**config.mk**
```make
export PLATFORM = sky130hd
export DESIGN_NAME = stippled_segment_walker
export DESIGN_NICKNAME = d
export VERILOG_FILES = /design/src/hdl/ssw_pkg.sv /design/src/hdl/ssw_sequencer.sv /design/src/hdl/stippled_segment_walker.sv
export VERILOG_INCLUDE_DIRS = /design/src /design/src/hdl
export SDC_FILE = /design/constraint.sdc
export NUM_CORES = 1
export LEC_CHECK = 0
export BUFFER_PORTS_ARGS = -buffer_cell sky130_fd_sc_hd__buf_2
export CORE_MARGIN = 2
export CORE_UTILIZATION = 57
export DETAILED_ROUTE_END_ITERATION = 12
export PLACE_DENSITY = 0.88
export SETUP_SLACK_MARGIN = 0.5
export SLEW_MARGIN = 15
export SYNTH_ARGS = -nofsm -noshare
export SYNTH_HDL_FRONTEND = slang
export SYNTH_SLANG_ARGS = --single-unit
export TNS_END_PERCENT = 100
```
**constraint.sdc**
```tcl
create_clock -name aclk -period 2.65 [get_ports aclk]
set_input_delay 0.1325 -clock aclk [delete_from_list [all_inputs] [get_ports aclk]]
set_output_delay 0.1325 -clock aclk [all_outputs]
set_load 0.02 [all_outputs]
```
**src/hdl/stippled_segment_walker_defines.svh**
```systemverilog
// ----------------------------------------------------------------------------
// stippled_segment_walker_defines
// assertion macros shared by the segment walker rtl
// ----------------------------------------------------------------------------
`ifndef STIPPLED_SEGMENT_WALKER_DEFINES_SVH
`define STIPPLED_SEGMENT_WALKER_DEFINES_SVH

// condition holds in the same cycle as the trigger
`define SSW_ASSERT_NOW(label, clk, rstn, trig, cond) \
    label: assert property (@(posedge clk) disable iff (!(rstn)) (trig) |-> (cond)) \
        else $error("segment walker check failed");

// condition holds in the cycle after the trigger
`define SSW_ASSERT_NEXT(label, clk, rstn, trig, cond) \
    label: assert property (@(posedge clk) disable iff (!(rstn)) (trig) |=> (cond)) \
        else $error("segment walker check failed");

`endif

```
**src/hdl/ssw_pkg.sv**
```systemverilog
// ----------------------------------------------------------------------------
// ssw_pkg
// shared types, codes and the microcode table of the segment walker
// ----------------------------------------------------------------------------
package ssw_pkg;

    localparam int DEF_MAX_LENGTH = 63;
    localparam int DEF_COORD_BITS = 12;

    localparam int LEN_BITS    = 6;
    localparam int PHASE_BITS  = 5;
    localparam int COLOUR_BITS = 16;
    localparam int KIND_BITS   = 2;
    localparam int PADDR_BITS  = 5;
    localparam int PDATA_BITS  = 32;
    localparam int UPC_BITS    = 1;

    // segment kinds
    localparam logic [KIND_BITS-1:0] KIND_VERT  = 2'd0;
    localparam logic [KIND_BITS-1:0] KIND_LEFT  = 2'd1;
    localparam logic [KIND_BITS-1:0] KIND_RIGHT = 2'd2;
    localparam logic [KIND_BITS-1:0] KIND_NONE  = 2'd3;

    // register indexes (paddr word offset)
    localparam logic [2:0] REG_COLOUR_FIRST  = 3'd0;
    localparam logic [2:0] REG_COLOUR_SECOND = 3'd1;
    localparam logic [2:0] REG_CLIP_LEFT     = 3'd2;
    localparam logic [2:0] REG_CLIP_TOP      = 3'd3;
    localparam logic [2:0] REG_CLIP_RIGHT    = 3'd4;
    localparam logic [2:0] REG_CLIP_BOTTOM   = 3'd5;
    localparam logic [2:0] REG_PATTERN_MODE  = 3'd6;

    // microcode step addresses
    localparam logic [UPC_BITS-1:0] UPC_IDLE = 1'b0;
    localparam logic [UPC_BITS-1:0] UPC_WALK = 1'b1;

    typedef enum logic [1:0] {
        COND_ALWAYS   = 2'd0,
        COND_NO_WALK  = 2'd1,
        COND_NOT_DONE = 2'd2
    } cond_t;

    typedef struct packed {
        logic                take_cmd;
        logic                emit;
        cond_t               cond;
        logic [UPC_BITS-1:0] target;
    } ucode_t;

    typedef struct packed {
        logic cmd_fire;
        logic walk_ok;
        logic emit_fire;
        logic last;
    } seq_status_t;

    // control store: idle waits for a walkable command, walk emits until the
    // last step, then falls through and the counter wraps back to idle
    function automatic ucode_t ucode_rom(input logic [UPC_BITS-1:0] upc);
        ucode_t w;
        begin
            w = '{take_cmd: 1'b0, emit: 1'b0, cond: COND_ALWAYS, target: UPC_IDLE};
            case (upc)
                UPC_IDLE: w = '{take_cmd: 1'b1, emit: 1'b0, cond: COND_NO_WALK,
                                target: UPC_IDLE};
                UPC_WALK: w = '{take_cmd: 1'b0, emit: 1'b1, cond: COND_NOT_DONE,
                                target: UPC_WALK};
                default:  w = '{take_cmd: 1'b0, emit: 1'b0, cond: COND_ALWAYS,
                                target: UPC_IDLE};
            endcase
            return w;
        end
    endfunction

endpackage

```
**src/hdl/ssw_sequencer.sv**
```systemverilog
// ----------------------------------------------------------------------------
// ssw_sequencer
// step counter and control store that drive the walker datapath
// ----------------------------------------------------------------------------
module ssw_sequencer (
    input  logic                 aclk,
    input  logic                 aresetn,
    input  ssw_pkg::seq_status_t status,
    output ssw_pkg::ucode_t      ctl
);
    import ssw_pkg::*;

    logic [UPC_BITS-1:0] upc_reg;
    logic [UPC_BITS-1:0] upc_next;
    logic                jump;

    assign ctl = ucode_rom(upc_reg);

    always_comb begin
        case (ctl.cond)
            COND_ALWAYS:   jump = 1'b1;
            COND_NO_WALK:  jump = !(status.cmd_fire && status.walk_ok);
            COND_NOT_DONE: jump = !(status.emit_fire && status.last);
            default:       jump = 1'b0;
        endcase
        upc_next = jump ? ctl.target : upc_reg + UPC_BITS'(1);
    end

    always_ff @(posedge aclk) begin
        if (!aresetn) begin
            upc_reg <= UPC_IDLE;
        end else begin
            upc_reg <= upc_next;
        end
    end

endmodule

```
**src/hdl/stippled_segment_walker.sv**
```systemverilog
// ----------------------------------------------------------------------------
// stippled_segment_walker
// marching-ants edge walker: one segment command in, one pixel step per result
// ----------------------------------------------------------------------------
// A command (kind, start point, length, phase) is a transfer on the s_ channel;
// each walked pixel leaves as one transfer on the m_ channel with the main and
// neighbour coordinates, colour, write enables and a last-step flag.
// Vertical commands give length steps, diagonal ones length+1; kind none and
// vertical length zero give nothing.
// s_ready is high only while the sequencer sits in its idle step. Once a command
// is taken, one step is emitted per cycle while the output register is free or
// m_ready is high; the walk loop of the control store emits up to 64 steps per
// segment. The first result passes the sequencer's walk step and then the output
// register before it is visible.
// A stalled receiver (m_ready low) freezes the walk; the output register and
// its payload hold until the transfer completes.
// Reset (aresetn low, synchronous) returns the sequencer to idle, drops
// m_valid and clears the clip, colour and mode registers.
// Configuration is an APB-style port; registers sit at 4*index and are meant
// to be written only while no segment is in flight.
// ----------------------------------------------------------------------------
`include "stippled_segment_walker_defines.svh"

module stippled_segment_walker #(
    parameter int MAX_LENGTH = ssw_pkg::DEF_MAX_LENGTH,
    parameter int COORD_BITS = ssw_pkg::DEF_COORD_BITS
) (
    input  logic                              aclk,
    input  logic                              aresetn,
    // configuration
    input  logic                              psel,
    input  logic                              penable,
    input  logic                              pwrite,
    input  logic [ssw_pkg::PADDR_BITS-1:0]    paddr,
    input  logic [ssw_pkg::PDATA_BITS-1:0]    pwdata,
    output logic [ssw_pkg::PDATA_BITS-1:0]    prdata,
    output logic                              pready,
    // command channel
    input  logic                              s_valid,
    output logic                              s_ready,
    input  logic [ssw_pkg::KIND_BITS-1:0]     s_kind,
    input  logic signed [COORD_BITS-1:0]      s_start_x,
    input  logic signed [COORD_BITS-1:0]      s_start_y,
    input  logic [ssw_pkg::LEN_BITS-1:0]      s_length,
    input  logic [ssw_pkg::PHASE_BITS-1:0]    s_phase,
    // result channel
    output logic                              m_valid,
    input  logic                              m_ready,
    output logic signed [COORD_BITS-1:0]      m_pix_x,
    output logic signed [COORD_BITS-1:0]      m_pix_y,
    output logic signed [COORD_BITS-1:0]      m_side_x,
    output logic signed [COORD_BITS-1:0]      m_side_y,
    output logic [ssw_pkg::COLOUR_BITS-1:0]   m_colour,
    output logic                              m_write_main,
    output logic                              m_write_side,
    output logic                              m_last_step
);
    import ssw_pkg::*;

    localparam int STEP_BITS = $clog2(MAX_LENGTH + 2);

    // configuration registers
    logic [COLOUR_BITS-1:0]       colour_first_reg;
    logic [COLOUR_BITS-1:0]       colour_second_reg;
    logic signed [COORD_BITS-1:0] clip_left_reg;
    logic signed [COORD_BITS-1:0] clip_top_reg;
    logic signed [COORD_BITS-1:0] clip_right_reg;
    logic signed [COORD_BITS-1:0] clip_bottom_reg;
    logic                         pattern_mode_reg;

    logic                         cfg_wr;
    logic [2:0]                   cfg_idx;

    // walk state
    logic signed [COORD_BITS-1:0] cur_x_reg, cur_x_next;
    logic signed [COORD_BITS-1:0] cur_y_reg, cur_y_next;
    logic [PHASE_BITS-1:0]        cur_phase_reg, cur_phase_next;
    logic                         odd_step_reg, odd_step_next;
    logic [STEP_BITS-1:0]         steps_left_reg, steps_left_next;
    logic [KIND_BITS-1:0]         walk_kind_reg, walk_kind_next;

    // output register
    logic                         m_valid_reg, m_valid_next;
    logic signed [COORD_BITS-1:0] pix_x_reg, pix_y_reg, side_x_reg, side_y_reg;
    logic [COLOUR_BITS-1:0]       colour_reg;
    logic                         write_main_reg, write_side_reg, last_step_reg;

    ucode_t                       ctl;
    seq_status_t                  status;

    logic                         cmd_fire;
    logic                         walk_ok;
    logic                         emit_fire;
    logic                         last;
    logic [LEN_BITS:0]            len_ext;
    logic [STEP_BITS-1:0]         len_sat;
    logic [STEP_BITS-1:0]         steps_init;

    logic                         in_clip;
    logic [COLOUR_BITS-1:0]       step_colour;
    logic                         paint;
    logic                         side_ok;
    logic signed [COORD_BITS-1:0] step_side_x, step_side_y;
    logic [3:0]                   ph_solid;

    // ---------------------------------------------------------------- config
    assign pready  = 1'b1;
    assign cfg_wr  = psel && penable && pwrite && pready;
    assign cfg_idx = paddr[PADDR_BITS-1:2];

    always_ff @(posedge aclk) begin
        if (!aresetn) begin
            colour_first_reg  <= '0;
            colour_second_reg <= '0;
            clip_left_reg     <= '0;
            clip_top_reg      <= '0;
            clip_right_reg    <= '0;
            clip_bottom_reg   <= '0;
            pattern_mode_reg  <= 1'b0;
        end else if (cfg_wr) begin
            case (cfg_idx)
                REG_COLOUR_FIRST:  colour_first_reg  <= pwdata[COLOUR_BITS-1:0];
                REG_COLOUR_SECOND: colour_second_reg <= pwdata[COLOUR_BITS-1:0];
                REG_CLIP_LEFT:     clip_left_reg     <= pwdata[COORD_BITS-1:0];
                REG_CLIP_TOP:      clip_top_reg      <= pwdata[COORD_BITS-1:0];
                REG_CLIP_RIGHT:    clip_right_reg    <= pwdata[COORD_BITS-1:0];
                REG_CLIP_BOTTOM:   clip_bottom_reg   <= pwdata[COORD_BITS-1:0];
                REG_PATTERN_MODE:  pattern_mode_reg  <= pwdata[0];
                default: ;
            endcase
        end
    end

    always_comb begin
        case (cfg_idx)
            REG_COLOUR_FIRST:  prdata = PDATA_BITS'(colour_first_reg);
            REG_COLOUR_SECOND: prdata = PDATA_BITS'(colour_second_reg);
            REG_CLIP_LEFT:     prdata = PDATA_BITS'($unsigned(clip_left_reg));
            REG_CLIP_TOP:      prdata = PDATA_BITS'($unsigned(clip_top_reg));
            REG_CLIP_RIGHT:    prdata = PDATA_BITS'($unsigned(clip_right_reg));
            REG_CLIP_BOTTOM:   prdata = PDATA_BITS'($unsigned(clip_bottom_reg));
            REG_PATTERN_MODE:  prdata = PDATA_BITS'(pattern_mode_reg);
            default:           prdata = '0;
        endcase
    end

    // ------------------------------------------------------------- sequencer
    assign s_ready   = ctl.take_cmd;
    assign cmd_fire  = s_valid && s_ready;
    assign walk_ok   = (s_kind != KIND_NONE) &&
                       !((s_kind == KIND_VERT) && (s_length == '0));
    assign emit_fire = ctl.emit && (!m_valid_reg || m_ready);
    assign last      = (steps_left_reg == STEP_BITS'(1));

    assign status = '{cmd_fire: cmd_fire, walk_ok: walk_ok,
                      emit_fire: emit_fire, last: last};

    ssw_sequencer u_seq (
        .aclk    (aclk),
        .aresetn (aresetn),
        .status  (status),
        .ctl     (ctl)
    );

    // ------------------------------------------------------------- step logic
    assign len_ext    = {1'b0, s_length};
    assign len_sat    = (len_ext > (LEN_BITS+1)'(MAX_LENGTH)) ? STEP_BITS'(MAX_LENGTH)
                                                              : STEP_BITS'(len_ext);
    assign steps_init = (s_kind == KIND_VERT) ? len_sat : len_sat + STEP_BITS'(1);

    assign in_clip = (cur_x_reg >= clip_left_reg) && (cur_x_reg < clip_right_reg) &&
                     (cur_y_reg >= clip_top_reg)  && (cur_y_reg < clip_bottom_reg);

    assign ph_solid = cur_phase_reg[3:0];

    always_comb begin
        if (pattern_mode_reg) begin
            if (cur_phase_reg inside {[5'd12:5'd15]}) begin
                step_colour = colour_first_reg;
            end else if (cur_phase_reg inside {[5'd28:5'd31]}) begin
                step_colour = colour_second_reg;
            end else begin
                step_colour = '0;
            end
        end else begin
            step_colour = (ph_solid < 4'd12) ? colour_first_reg : colour_second_reg;
        end
    end

    assign paint = in_clip && (!pattern_mode_reg || (step_colour != '0));

    // neighbour: left of the pixel when vertical, above it when diagonal
    always_comb begin
        if (walk_kind_reg == KIND_VERT) begin
            step_side_x = cur_x_reg - COORD_BITS'(1);
            step_side_y = cur_y_reg;
            side_ok     = !cur_x_reg[COORD_BITS-1] && (cur_x_reg != '0);
        end else begin
            step_side_x = cur_x_reg;
            step_side_y = cur_y_reg - COORD_BITS'(1);
            side_ok     = !cur_y_reg[COORD_BITS-1] && (cur_y_reg != '0);
        end
    end

    always_comb begin
        cur_x_next      = cur_x_reg;
        cur_y_next      = cur_y_reg;
        cur_phase_next  = cur_phase_reg;
        odd_step_next   = odd_step_reg;
        steps_left_next = steps_left_reg;
        walk_kind_next  = walk_kind_reg;
        if (cmd_fire && walk_ok) begin
            cur_x_next      = s_start_x;
            cur_y_next      = s_start_y;
            cur_phase_next  = s_phase;
            odd_step_next   = 1'b0;
            steps_left_next = steps_init;
            walk_kind_next  = s_kind;
        end else if (emit_fire) begin
            if (walk_kind_reg == KIND_VERT) begin
                cur_y_next = cur_y_reg - COORD_BITS'(1);
            end else begin
                cur_x_next = (walk_kind_reg == KIND_LEFT) ? cur_x_reg - COORD_BITS'(1)
                                                          : cur_x_reg + COORD_BITS'(1);
                // y rises after every second diagonal step
                if (odd_step_reg) begin
                    cur_y_next = cur_y_reg + COORD_BITS'(1);
                end
                odd_step_next = !odd_step_reg;
            end
            cur_phase_next  = cur_phase_reg + PHASE_BITS'(1);
            steps_left_next = steps_left_reg - STEP_BITS'(1);
        end
    end

    always_ff @(posedge aclk) begin
        if (!aresetn) begin
            cur_x_reg      <= '0;
            cur_y_reg      <= '0;
            cur_phase_reg  <= '0;
            odd_step_reg   <= 1'b0;
            steps_left_reg <= '0;
            walk_kind_reg  <= KIND_VERT;
        end else begin
            cur_x_reg      <= cur_x_next;
            cur_y_reg      <= cur_y_next;
            cur_phase_reg  <= cur_phase_next;
            odd_step_reg   <= odd_step_next;
            steps_left_reg <= steps_left_next;
            walk_kind_reg  <= walk_kind_next;
        end
    end

    // --------------------------------------------------------- output register
    always_comb begin
        if (emit_fire) begin
            m_valid_next = 1'b1;
        end else if (m_ready) begin
            m_valid_next = 1'b0;
        end else begin
            m_valid_next = m_valid_reg;
        end
    end

    always_ff @(posedge aclk) begin
        if (!aresetn) begin
            m_valid_reg <= 1'b0;
        end else begin
            m_valid_reg <= m_valid_next;
        end
    end

    always_ff @(posedge aclk) begin
        if (emit_fire) begin
            pix_x_reg      <= cur_x_reg;
            pix_y_reg      <= cur_y_reg;
            side_x_reg     <= step_side_x;
            side_y_reg     <= step_side_y;
            colour_reg     <= step_colour;
            write_main_reg <= paint;
            write_side_reg <= paint && side_ok;
            last_step_reg  <= last;
        end
    end

    assign m_valid      = m_valid_reg;
    assign m_pix_x      = pix_x_reg;
    assign m_pix_y      = pix_y_reg;
    assign m_side_x     = side_x_reg;
    assign m_side_y     = side_y_reg;
    assign m_colour     = colour_reg;
    assign m_write_main = write_main_reg;
    assign m_write_side = write_side_reg;
    assign m_last_step  = last_step_reg;

    // -------------------------------------------------------------- checks
    `SSW_ASSERT_NEXT(a_idle_after_last, aclk, aresetn, emit_fire && last, s_ready)
    `SSW_ASSERT_NEXT(a_busy_after_cmd, aclk, aresetn, cmd_fire && walk_ok, !s_ready)
    `SSW_ASSERT_NOW(a_steps_while_walk, aclk, aresetn, ctl.emit, steps_left_reg != '0)

endmodule
```
# Word level (Yosys, flattened, before mapping)
# Cells that the tools add are included.
# classes
reduce_logical	49
magnitude_cmp	10
bitwise_logic	3
n_mux	27
eq_ne	12
addsub	8
# op_table
op	count
2-to-1 mux 12 bit	10
case mux 16 bit (7 select lines)	1
2-to-1 mux 16 bit	4
adder 12 x 2 -> 12 bit (second input constant)	2
>= comparator 12 bit	2
less-than comparator 12 bit	2
nonzero test 12 bit	2
subtractor 12 x 2 -> 12 bit (second input constant)	2
2-to-1 mux 7 bit	3
AND reduction 2 bit	10
logical AND 1 bit	17
nonzero test 16 bit	1
2-to-1 mux 5 bit	2
case mux 5 bit (2 select lines)	1
== test 3 bit (second input constant)	3
zero test 1 bit	8
adder 6 x 1 -> 7 bit (second input constant)	1
== test 7 x 1 -> 1 bit (second input constant)	1
subtractor 7 x 1 -> 7 bit (second input constant)	1
== test 3 x 2 -> 1 bit (second input constant)	2
> comparator 6 bit (second input constant)	1
zero test 2 bit	3
zero test 6 bit	1
2-to-1 mux 6 bit	1
20 further kinds	28
# word_totals
elab_cells	132
inputBits	81
regBits	189
output_inout_bits	102

# Depth between registers and ports, before layout
# depth
word_depth	9
ltp_mapped	9
mapped_depth_nobuf	9

# Hierarchy
# A second synthesis with hierarchy kept.
# unflattened
cells_unflattened	1152
hier_area_um2	10331.2
# by_module_without_submodules
module	seq_area_each_um2	cells_per_inst	area_per_inst_um2	instances
stippled_segment_walker	4434.3	1143	10259.8	1
ssw_sequencer	20.0	9	71.3	1

# Worst setup path before layout
# OpenSTA, ideal clock, no wires.
# synth_path
path_kind	register -> register
startpoint	register m_valid_reg (netlist: m_valid)
endpoint	register cur_x_reg[9]
t_arrival_ps	2476
path_buffers	2
t_required_ps	2564
synth_period_minus_slack_ps	2561
path_stages_with_launch	10
slack_ps	89
cell_sequence	dfxtp_1 -> nand2b_1 -> nand2_1 -> inv_1 -> buf_2 -> nand2_1 -> clkbuf_1 -> a21oi_1 -> xnor2_1 -> a211oi_1
# synth_via
elab_chain_cells	5
# synth_lines
item	line_no	source
start: declaration	stippled_segment_walker.sv:83	logic m_valid_reg, m_valid_next;
start signal: assignment	stippled_segment_walker.sv:269	m_valid_reg <= m_valid_next;
zero test 1 bit	stippled_segment_walker.sv:152	assign emit_fire = ctl.emit && (!m_valid_reg || m_ready);
logical OR 1 bit	stippled_segment_walker.sv:152	
logical AND 1 bit	stippled_segment_walker.sv:152	
via emit_fire	stippled_segment_walker.sv:93	logic emit_fire;
nonzero test 2 bit (no source line)	n/a	
AND reduction 2 bit (no source line)	n/a	
end signal: assignment	stippled_segment_walker.sv:245	cur_x_reg <= cur_x_next;
end: declaration	stippled_segment_walker.sv:75	logic signed [COORD_BITS-1:0] cur_x_reg, cur_x_next;
# The timed path passes the listed nets, and every way through them passes these cells.
# A chain may end at the register's enable or synchronous reset.

# Worst setup path in the final report
# layout_path
startpoint	register cur_y_reg[3]
endpoint	register cur_y_reg[10]
# layout_via
elab_chain_cells	5
# layout_lines
item	line_no	source
start: declaration	stippled_segment_walker.sv:76	logic signed [COORD_BITS-1:0] cur_y_reg, cur_y_next;
start signal: assignment	stippled_segment_walker.sv:246	cur_y_reg <= cur_y_next;
adder 12 x 2 -> 12 bit	stippled_segment_walker.sv:227	cur_y_next = cur_y_reg + COORD_BITS'(1);
2-to-1 mux 12 bit	stippled_segment_walker.sv:226	if (odd_step_reg) begin
2-to-1 mux 12 bit *	stippled_segment_walker.sv:220	if (walk_kind_reg == KIND_VERT) begin
2-to-1 mux 12 bit *	stippled_segment_walker.sv:219	end else if (emit_fire) begin
2-to-1 mux 12 bit *	stippled_segment_walker.sv:212	if (cmd_fire && walk_ok) begin
# Mark *: on every way between the ends. The rest lies on a longest branch, timed or not. The select of a mux whose other input is x is not followed.

==> impl_metrics.ini <==
[outcome]
status = finished, final reports clean

[routing]
firstDrtPassIters = 6
wl_met3_mm = 3.16
routed.top_layer = met4
wl_met1_mm = 11.7
wl_mm = 31.8
via_count = 9895
drtAntennaViolNets = 0
vias_per_cell = 6.25
post-route-drc-count = 0
routed-wl-met2_mm = 15.2
drt_iter0_markers = 1537
wl_per_cell_um = 20.1

[sta]
setup-violations-final = 0
drv_slew = 0
clock.fmax_mhz = 438
relSlewSlack = 0.528
fin_setup_tns_ns = 0
clock_skew_ns = 0.0134
worstMarginPinSlew_ns = 0.707
grt_setup_unrepaired = true
hold_violations = 0
min_period_over_period = 0.861
fin_crit_ns = 2.28

[final_layout]
drive_gt1_frac = 0.210
nets = 1482
area_growth_syn_to_layout_pct = 20.5
antenna_cells = 0

[placement]
place.gp.congestion = 0.924
hpwlAfterDp_mm = 20.1
port_buffers = 147

[setup_path]
end_kind = flop
arrival_ns = 2.66
crit_path_max_fanout = 4
cp-start-kind = flop
cp.required_ns = 3.03
path_class = flop to flop

[synthesis]
synth_seq_cells = 189
yosysUniqueCellTypes = 71
synth-main-ff-cell = dfxtp_1
async_reset_ff_frac = 0
yosysWarnings = 0
netlist_area_sq_mm = 0.0104
synth_edf_count = 67
ys_seq_area_frac = 0.428
yosys.area.top_type = dfxtp_1
synthTopCellsByArea = dfxtp_1, edfxtp_1, ha_1, nand2_1, mux2i_1
syn_area_per_cell_sq_um = 8.90
synth_cells = 1168
yosysTopAreaCellShare = 0.235

[floorplanning]
die_w_um = 139
start_util = 0.581
ioPinCount = 183
placeableCoreArea_sq_mm = 0.0179
rows = 49
die_area_sq_mm = 0.0193
die_h_um = 139

[job]
drv_cap = 0

[clock_network]
cts_inserted_buffers = 17
path_clk_slew_ns = 0.07
h-tree-depth = 4
cts_num_sinks = 189
cts_root_buffer = clkbuf_16
clock_latency_ns = 0.45
cts_tree = built
cts_buffer_depth = 2

[grt]
grt_overflow = 0
grt_usage = 0.304
grt_pass1_vias = 9015
grt_pass1_wl_mm = 47.1
grt_max_degree = 116
antenna_found_initial = 0

[worst_hold_path]
hp-class = input port to flop

[power_and_ir_drop]
finalPower_mw = 7.49
vdd_drop_max_mv = 0.509
powerDensity_mw_per_mm2 = 598
leakage_nw = 4.78
==> synthesized netlist by cell type (all sizes together), types with 3 or more instances <==
cell	number
a211o	3
a211oi	25
a21o	5
a21oi	100
a221o	12
a22o	4
a22oi	16
a311oi	3
a31oi	8
a41oi	3
and2	6
and3	8
and4	3
buf	42
clkbuf	46
dfxtp	122
edfxtp	67
ha	60
inv	66
mux2i	52
nand2	157
nand2b	10
nand3	26
nand4	11
nor2	110
nor2b	7
nor3	28
nor4	14
o2111ai	3
o211ai	6
o21ai	38
o221ai	4
o22ai	7
or3	4
or4	3
xnor2	36
xor2	19
==> per-layer routing <==
layer | up-vias | track usage
met4 | 0 | 0.127
li1 | 4453 | -
met3 | 161 | 0.0639
met5 | - | 0
met1 | 4577 | 0.382
met2 | 704 | 0.513
==> critical path, stage by stage, from the launching register on <==
cell and delay, ns:
dfxtp_4 0.37, or4_4 0.55, or4b_4 0.57, nor3_4 0.21, xor2_1 0.25, a31oi_1 0.12
a21oi_1 0.15
==> area by class of cell <==
cell class,instances,area (sq um)
clock buffers,20,437
clock inverters,12,136
fillers,1272,5370
inverters,66,249
multi-input cells,840,5500
flip-flops and latches,189,4490
well taps,229,287
repair buffers,227,1430
==> report_power, final <==
group | internal [mW] | leakage, nW | switching [mW]
Combinational | 0.616 | 2.86 | 0.948
Sequential | 3.21 | 1.65 | 0.147
Clock | 1.40 | 0.271 | 1.18
Total | 5.22 | 4.78 | 2.27
==> path summary, 6_finish.rpt <==
kind                          from                to  slack (ns)  cells past startpoint
setup reg to reg      cur_y_reg[3]     cur_y_reg[10]        0.37                      6
hold reg to reg   clip_top_reg[11]  clip_top_reg[11]        0.48                      2
setup / recovery      cur_y_reg[3]     cur_y_reg[10]        0.37                      6
hold / removal        s_start_x[7]      cur_x_reg[7]       0.008                      3
==> logic make-up (layout without fill, tap and decap cells) <==
group	Yosys count	in the layout	synth area share
buf+inv	154	325	0.0646
other cells	2	17	0.000722
compound gates	254	254	0.157
simple gates	399	399	0.176
flops	189	189	0.428
mux	55	55	0.0544
xor+xnor	55	55	0.0463
fa+ha+maj	60	60	0.0722
==> metrics by stage <==
stage | worst slack (ns) | utilization | cell area (sq um) | hold WS, ns | std cells
after global placement | 0.260 | 0.638 | 11400 | 0.385 | 1508
after floorplan | 0.435 | - | 10500 | 0.268 | 1183
final | 0.369 | 0.700 | 12500 | 0.00796 | 1583
after CTS | 0.421 | 0.689 | 12300 | 0.000560 | 1569
after global routing | 0.310 | 0.700 | 12500 | 0.00230 | 1583
after detailed placement | 0.173 | 0.638 | 11400 | 0.393 | 1508
==> timing repair <==
item                                    CTS  global route
endpoints found under the setup margin    8            16
endpoints found under the hold margin    32             0
setup buffers                             3            14
pin swaps                                 5             9
gates resized for setup                  17            24
hold buffers                             26             0
==> layout by cell type (no fill, tap or decap), drive strengths merged, types with 10 or more instances in the layout <==
cell type / synthesis / layout
conb: 2 / 17
dlygate4sd3: 0 / 26
mux2i: 52 / 52
o21ai: 38 / 38
xnor2: 36 / 36
ha: 60 / 60
clkbuf: 46 / 20
nand2: 157 / 157
nand4: 11 / 11
a211oi: 25 / 25
a22oi: 16 / 16
dfxtp: 122 / 122
a21oi: 100 / 100
inv: 66 / 68
xor2: 19 / 19
a221o: 12 / 12
nor3: 28 / 28
nor4: 14 / 14
edfxtp: 67 / 67
buf: 42 / 201
nor2: 110 / 110
nand2b: 10 / 10
nand3: 26 / 26
(Power assumes the default switching activity.)
